### config.mk
export PLATFORM = sky130hd
export DESIGN_NAME = string_hash_checksum_unit
export DESIGN_NICKNAME = d
export VERILOG_FILES = /design/src/shc_pkg.sv /design/src/shc_csr.sv /design/src/shc_hash_core.sv /design/src/shc_mod_pipe.sv /design/src/string_hash_checksum_unit.sv
export SDC_FILE = /design/constraint.sdc
export NUM_CORES = 2
export LEC_CHECK = 0
export BUFFER_PORTS_ARGS = -buffer_cell sky130_fd_sc_hd__buf_2
export CAP_MARGIN = 15
export CORE_ASPECT_RATIO = 1.75
export CORE_MARGIN = 2
export CORE_UTILIZATION = 55
export CTS_BUF_LIST = sky130_fd_sc_hd__clkbuf_16
export DETAILED_ROUTE_END_ITERATION = 10
export PLACE_DENSITY = 0.72
export SYNTH_ARGS = -nofsm -noshare
export SYNTH_HDL_FRONTEND = slang
export SYNTH_HIERARCHICAL = 1
export SYNTH_SLANG_ARGS = --single-unit
### constraint.sdc
create_clock -name clock -period 8.7 [get_ports clock]
set_clock_uncertainty 0.1 [all_clocks]
set_input_delay 1.305 -clock clock [delete_from_list [all_inputs] [get_ports clock]]
set_output_delay 1.305 -clock clock [all_outputs]
set_load 0.1 [all_outputs]
### src/shc_pkg.sv
`timescale 1ns / 1ps

package shc_pkg;

   localparam int HASH_W      = 32;
   localparam int COUNT_W     = 16;
   localparam int BYTE_W      = 8;
   localparam int CHECK_W     = 14;
   localparam int LEN_W       = 16;
   localparam int CSR_ADDR_W  = 3;
   localparam int CSR_DATA_W  = 32;

   localparam logic [HASH_W-1:0]  HASH_MULT_SHIFT = 32'd5;
   localparam logic [COUNT_W-1:0] COUNT_MAX       = 16'hFFFF;
   localparam logic [BYTE_W-1:0]  BYTE_END        = 8'h00;

   // modulo by reciprocal: quotient = (hash * RECIP) >> RECIP_SHIFT
   localparam logic [CHECK_W-1:0] CHECK_MOD   = 14'd9999;
   localparam logic [HASH_W-1:0]  RECIP       = 32'd3518789088;
   localparam int                 RECIP_SHIFT = 45;
   localparam int                 PROD_W      = 2 * HASH_W;
   localparam int                 QUOT_W      = PROD_W - RECIP_SHIFT;
   localparam int                 REM_W       = CHECK_W + 1;

   // register index taken from the word address
   localparam logic REG_MAX_LENGTH = 1'b0;

   typedef struct packed {
      logic              valid;
      logic [HASH_W-1:0] hash;
   } term_type;

endpackage

### src/shc_csr.sv
`timescale 1ns / 1ps

module shc_csr
   import shc_pkg::*;
(
   input  logic                  clock,
   input  logic                  reset,
   input  logic                  csr_psel,
   input  logic                  csr_penable,
   input  logic                  csr_pwrite,
   input  logic [CSR_ADDR_W-1:0] csr_paddr,
   input  logic [CSR_DATA_W-1:0] csr_pwdata,
   output logic [CSR_DATA_W-1:0] csr_prdata,
   output logic                  csr_pready,
   output logic [LEN_W-1:0]      max_length
);

   logic [LEN_W-1:0] max_length_ff;
   logic [LEN_W-1:0] max_length_in;
   logic             reg_index;
   logic             write_en;

   assign reg_index = csr_paddr[CSR_ADDR_W-1];
   assign write_en  = csr_psel && csr_penable && csr_pwrite;

   always_comb begin
      max_length_in = max_length_ff;
      if (write_en && (reg_index == REG_MAX_LENGTH)) begin
         max_length_in = csr_pwdata[LEN_W-1:0];
      end
   end

   always_ff @(posedge clock) begin
      if (reset) begin
         max_length_ff <= '0;
      end else begin
         max_length_ff <= max_length_in;
      end
   end

   always_comb begin
      csr_prdata = '0;
      if (reg_index == REG_MAX_LENGTH) begin
         csr_prdata = CSR_DATA_W'(max_length_ff);
      end
   end

   assign csr_pready = 1'b1;
   assign max_length = max_length_ff;

endmodule

### src/shc_hash_core.sv
`timescale 1ns / 1ps

module shc_hash_core
   import shc_pkg::*;
(
   input  logic              clock,
   input  logic              reset,
   input  logic [LEN_W-1:0]  max_length,
   input  logic              accept,
   input  logic [BYTE_W-1:0] char_byte,
   output term_type          term
);

   logic [HASH_W-1:0]  hash_ff;
   logic [HASH_W-1:0]  hash_in;
   logic [COUNT_W-1:0] count_ff;
   logic [COUNT_W-1:0] count_in;
   logic               is_end;
   logic               room;

   assign is_end = (char_byte == BYTE_END);
   assign room   = (max_length == '0) || (count_ff < max_length);

   always_comb begin
      hash_in  = hash_ff;
      count_in = count_ff;
      if (accept) begin
         if (is_end) begin
            hash_in  = '0;
            count_in = '0;
         end else if (room) begin
            // hash * 31 + byte
            hash_in = (hash_ff << HASH_MULT_SHIFT) - hash_ff + HASH_W'(char_byte);
            if (count_ff != COUNT_MAX) begin
               count_in = count_ff + COUNT_W'(1);
            end
         end
      end
   end

   always_ff @(posedge clock) begin
      if (reset) begin
         hash_ff  <= '0;
         count_ff <= '0;
      end else begin
         hash_ff  <= hash_in;
         count_ff <= count_in;
      end
   end

   assign term.valid = accept && is_end;
   assign term.hash  = hash_ff;

endmodule

### src/shc_mod_pipe.sv
`timescale 1ns / 1ps

module shc_mod_pipe
   import shc_pkg::*;
(
   input  logic               clock,
   input  logic               reset,
   input  term_type           term,
   output logic               in_ready,
   output logic               out_valid,
   input  logic               out_ready,
   output logic [CHECK_W-1:0] checksum
);

   logic               v1_ff, v1_in, v2_ff, v2_in, v3_ff, v3_in, vo_ff, vo_in;
   logic               rdy1, rdy2, rdy3, rdyo;
   logic [HASH_W-1:0]  h1_ff, h2_ff, h3_ff;
   logic [QUOT_W-1:0]  q2_ff;
   logic [HASH_W-1:0]  qd3_ff;
   logic [CHECK_W-1:0] sum_ff;
   logic [PROD_W-1:0]  prod;
   logic [HASH_W:0]    qd_full;
   logic [HASH_W-1:0]  diff;
   logic [REM_W-1:0]   rem;
   logic [CHECK_W-1:0] rem_fix;

   assign rdyo = !vo_ff || out_ready;
   assign rdy3 = !v3_ff || rdyo;
   assign rdy2 = !v2_ff || rdy3;
   assign rdy1 = !v1_ff || rdy2;

   assign v1_in = rdy1 ? term.valid : v1_ff;
   assign v2_in = rdy2 ? v1_ff : v2_ff;
   assign v3_in = rdy3 ? v2_ff : v3_ff;
   assign vo_in = rdyo ? v3_ff : vo_ff;

   assign prod    = PROD_W'(h1_ff) * PROD_W'(RECIP);
   assign qd_full = (HASH_W+1)'(q2_ff) * (HASH_W+1)'(CHECK_MOD);
   assign diff    = h3_ff - qd3_ff;
   assign rem     = diff[REM_W-1:0];

   always_comb begin
      rem_fix = rem[CHECK_W-1:0];
      if (rem >= REM_W'(CHECK_MOD)) begin
         rem_fix = CHECK_W'(rem - REM_W'(CHECK_MOD));
      end
   end

   always_ff @(posedge clock) begin
      if (reset) begin
         v1_ff <= 1'b0;
         v2_ff <= 1'b0;
         v3_ff <= 1'b0;
         vo_ff <= 1'b0;
      end else begin
         v1_ff <= v1_in;
         v2_ff <= v2_in;
         v3_ff <= v3_in;
         vo_ff <= vo_in;
      end
   end

   always_ff @(posedge clock) begin
      if (rdy1) begin
         h1_ff <= term.hash;
      end
      if (rdy2) begin
         h2_ff <= h1_ff;
         q2_ff <= prod[PROD_W-1:RECIP_SHIFT];
      end
      if (rdy3) begin
         h3_ff  <= h2_ff;
         qd3_ff <= qd_full[HASH_W-1:0];
      end
      if (rdyo) begin
         sum_ff <= rem_fix;
      end
   end

   assign in_ready  = rdy1;
   assign out_valid = vo_ff;
   assign checksum  = sum_ff;

endmodule

### src/string_hash_checksum_unit.sv
`timescale 1ns / 1ps
// string hash checksum unit
// req channel: one string byte per word in req_tdata[7:0]; a zero byte ends the
// string. every nonzero byte updates the hash as hash*31 + byte (mod 2^32)
// unless the byte count has reached a nonzero max_length.
// rsp channel: one word per terminating zero byte, checksum = hash mod 9999 in
// rsp_tdata[13:0]; hash and count then clear for the next string.
// csr port: register max_length at byte address 0, zero means no limit.
// throughput: one byte per cycle while req_tready is high, the hash update is
// a single shift-subtract-add. a checksum reaches rsp through the four-register
// reduction pipeline (snapshot, reciprocal multiply, quotient multiply,
// remainder and correction).
// when rsp_tready is low the pipeline fills up; req_tready drops only once all
// four stages hold a checksum.
// reset clears the hash, the count and max_length, and empties the pipeline.

module string_hash_checksum_unit
   import shc_pkg::*;
(
   input  logic                  clock,
   input  logic                  reset,
   input  logic                  req_tvalid,
   output logic                  req_tready,
   input  logic [7:0]            req_tdata,   // char_byte
   output logic                  rsp_tvalid,
   input  logic                  rsp_tready,
   output logic [15:0]           rsp_tdata,   // checksum, zero pad
   input  logic                  csr_psel,
   input  logic                  csr_penable,
   input  logic                  csr_pwrite,
   input  logic [CSR_ADDR_W-1:0] csr_paddr,
   input  logic [CSR_DATA_W-1:0] csr_pwdata,
   output logic [CSR_DATA_W-1:0] csr_prdata,
   output logic                  csr_pready
);

   logic [LEN_W-1:0]   max_length;
   logic               accept;
   logic               pipe_ready;
   term_type           term;
   logic [CHECK_W-1:0] checksum;

   assign accept     = req_tvalid && pipe_ready;
   assign req_tready = pipe_ready;

   shc_csr u_csr (
      .clock       (clock),
      .reset       (reset),
      .csr_psel    (csr_psel),
      .csr_penable (csr_penable),
      .csr_pwrite  (csr_pwrite),
      .csr_paddr   (csr_paddr),
      .csr_pwdata  (csr_pwdata),
      .csr_prdata  (csr_prdata),
      .csr_pready  (csr_pready),
      .max_length  (max_length)
   );

   shc_hash_core u_hash_core (
      .clock      (clock),
      .reset      (reset),
      .max_length (max_length),
      .accept     (accept),
      .char_byte  (req_tdata[BYTE_W-1:0]),
      .term       (term)
   );

   shc_mod_pipe u_mod_pipe (
      .clock     (clock),
      .reset     (reset),
      .term      (term),
      .in_ready  (pipe_ready),
      .out_valid (rsp_tvalid),
      .out_ready (rsp_tready),
      .checksum  (checksum)
   );

   assign rsp_tdata = 16'(checksum);

endmodule

==> results.json <==
{
  "via_per_inst": 5.49,
  "tns_ns": 0,
  "cts_resized": 0,
  "core_area_sq_um": 50600,
  "numCtsBuffers": 17,
  "hold_path.class": "reg2reg",
  "post_cts_buffers": 0,
  "die_area_sq_um": 53000,
  "grt_pass1_vias": 21600,
  "track_usage_pct": 27.5,
  "finalNonFillerCells": 3601,
  "synth_area_leaders": "fa_1 (31%), ha_1 (19%), edfxtp_1 (11%)",
  "dp_cells": 3568,
  "die_h_um": 303,
  "start_kind": "flop",
  "ant_nets": 0,
  "ys_seq_elements": 174,
  "dr.first_iter.drc_count": 813,
  "worst-slew-pin-transition_ns": 1.03,
  "synth_cell_type_count": 95,
  "cts_sinks": 174,
  "nNetsFinal": 3833,
  "min_period_ns": 7.89,
  "hpwl_um": 61200,
  "drv_slew": 0,
  "rows": 109,
  "crit_path_max_fanout": 8,
  "initial_utilization_pct": 55.6,
  "clk_latency_ns": 0.47,
  "async_reset_ff_share_pct": 0,
  "hold_viol": 0,
  "wl_met1_um": 23200,
  "path_clk_slew_ns": 0.08,
  "cts-root-buf": "clkbuf_16",
  "met3WireLength_um": 2350,
  "yosys.area.top_type": "fa_1",
  "netlist_area_sq_um": 28100,
  "synth_edf_count": 106,
  "portBuffers": 63,
  "overflow": 0,
  "wl_per_cell_um": 19.4,
  "area.growth.synth_to_final_pct": 5.69,
  "postCtsHoldBufs": 0,
  "antenna_found_initial": 0,
  "grt_pass1_wl_um": 111000,
  "gp_congestion": 1.00,
  "place_ws_ns": 0.877,
  "maxCapViolCount": 0,
  "synthCells": 2864,
  "worstSetupPathType": "reg2reg",
  "yosys_warnings": 6,
  "htree_levels": 4,
  "dr_wl_met2_um": 38600,
  "synth-seq-area-share_pct": 16.2,
  "cts_tree": "done",
  "grt_max_degree": 75,
  "dr.pass1.iters": 5,
  "drive_gt1_share_pct": 5.66,
  "outcome": "finished clean",
  "synth_top_area_share_pct": 31.4,
  "num_vias": 19800,
  "setup_ws_ns": 0.812,
  "arrival_ns": 8.09,
  "grt_setup_unrepaired": "no",
  "n_antenna_cell": 0,
  "syn_area_per_cell_sq_um": 9.82,
  "fmax_mhz": 127,
  "crit_path_end_kind": "flop",
  "synthFlopType": "edfxtp_1",
  "finalCritPeriodShare_pct": 90.7,
  "setup_violations": 0,
  "slew_headroom_pct": 30.9,
  "cp.required_ns": 8.90,
  "wl_um": 69900,
  "clk_path_buf_depth": 2,
  "pin_count": 101,
  "die_w_um": 175,
  "routed.top_layer": "met4",
  "drc": 0
}
final cells by class:
type | count | area [sq um]
fill | 4346 | 20900
multi-input combinational | 1823 | 20200
sequential | 174 | 4540
inverter | 825 | 3100
tap | 666 | 833
timing repair buffer | 81 | 468
clock buffer | 18 | 450
clock inverter | 14 | 161
critical path, stage by stage, from the launching register on:
cell and delay (ns):
edfxtp_1 0.75, ha_1 0.38, inv_1 0.17, fa_1 0.48, fa_1 0.53, fa_1 0.52, inv_1 0.05, fa_1 0.48
fa_1 0.55, inv_1 0.05, fa_1 0.52, inv_1 0.04, ha_1 0.42, nand4_1 0.22, nor2_1 0.07, a22oi_1 0.51
a31oi_1 0.27, nor4_1 0.72, o211ai_1 0.35, and4_1 0.30, a311oi_1 0.24
state kept, by name (all words and copies together), names as in the netlist:
register	cells
u_mod_pipe/v2_ff	1
u_mod_pipe/h1_ff	32
u_hash_core/count_ff	16
u_mod_pipe/h2_ff	15
u_mod_pipe/q2_ff	15
u_mod_pipe/h3_ff	15
u_csr/max_length	16
u_mod_pipe/v3_ff	1
u_mod_pipe/qd3_ff	15
u_mod_pipe/out_valid	1
u_mod_pipe/v1_ff	1
u_hash_core/hash_ff	32
u_mod_pipe/checksum	14
metal layers:
metal  GRT usage (%)  vias up
met5               0        -
met4            20.5        0
met3            2.70      238
met2            53.6      571
met1            26.3     9753
li1                -     9193
Yosys cell counts (7+ instances only):
cell      instances
a211o_1           7
a211oi_1         18
a21o_1           34
a21oi_1         105
a22o_1            9
a311oi_1          9
a31oi_1          16
and2_1           11
and3_1           20
buf_4            21
clkbuf_1         24
dfxtp_1          68
edfxtp_1        106
fa_1            441
ha_1            420
inv_1           825
mux2i_1          16
nand2_1         113
nand2b_1         47
nand3_1          41
nand4_1          21
nor2_1           79
nor2b_1          23
nor3_1           32
nor4_1           15
o211ai_1         11
o21a_1           13
o21ai_0          51
o21bai_1         10
o31ai_1           9
or2_2            14
or3_1            12
xnor2_1          62
xor2_1           31
logic make-up (layout without fill, tap and decap cells):
| kind of cell | after synthesis | count (layout) | share of synthesized area [%] |
|---|---|---|---|
| xor gates and xnor gates | 95 | 95 | 3.01 |
| buffers and inverters | 883 | 938 | 12.3 |
| AOI/OAI and AO/OA | 368 | 368 | 9.14 |
| DFF | 174 | 174 | 16.2 |
| other | 3 | 19 | 0.0400 |
| and+or+nand+nor | 463 | 463 | 8.64 |
| muxes | 17 | 17 | 0.623 |
| adders and majority gates | 861 | 861 | 50.1 |
metrics by stage:
stage                     cell area, sq um  hold WS [ns]  util [%]
after global routing                 29700         0.330      58.8
final                                29700         0.314      58.8
after detailed placement             29100         0.305      57.5
after global placement               29100         0.301      57.5
after floorplan                      28200         0.300         -
after CTS                            29700         0.317      58.7
layout by cell type (no fill, tap or decap), drive strengths merged, types with 7 or more instances in the layout:
cell / synthesis / final
nand3b: 7 / 7
xnor2: 63 / 63
xor2: 32 / 32
nor2b: 24 / 24
nand3: 42 / 42
o21a: 13 / 13
a211o: 7 / 7
nand2b: 47 / 47
a21oi: 105 / 105
inv: 825 / 832
nor4: 15 / 15
or3: 12 / 12
a21o: 35 / 35
nand2: 113 / 113
a211oi: 23 / 23
o31ai: 9 / 9
ha: 420 / 420
o311ai: 8 / 8
or2: 14 / 14
fa: 441 / 441
and2: 12 / 12
o21bai: 10 / 10
clkbuf: 25 / 18
edfxtp: 106 / 106
a31oi: 17 / 17
nand4: 21 / 21
conb: 3 / 19
o211ai: 11 / 11
and3: 21 / 21
a22o: 9 / 9
buf: 32 / 81
mux2i: 16 / 16
o21ai: 59 / 59
dfxtp: 68 / 68
nor3: 34 / 34
a311oi: 11 / 11
nor2: 79 / 79
final timing paths:
check,endpoint,slack [ns],depth (start not counted),from
max,u_mod_pipe/q2_ff[14],0.81,20,u_mod_pipe/h1_ff[13]
min,u_mod_pipe/h3_ff[11],0.31,0,u_mod_pipe/h2_ff[11]
max reg2reg,u_mod_pipe/q2_ff[14],0.81,20,u_mod_pipe/h1_ff[13]
min reg2reg,u_mod_pipe/h3_ff[11],0.31,0,u_mod_pipe/h2_ff[11]
Power is not shown: default switching activity piles up to over one toggle a cycle in this logic, so the estimate is an artifact.
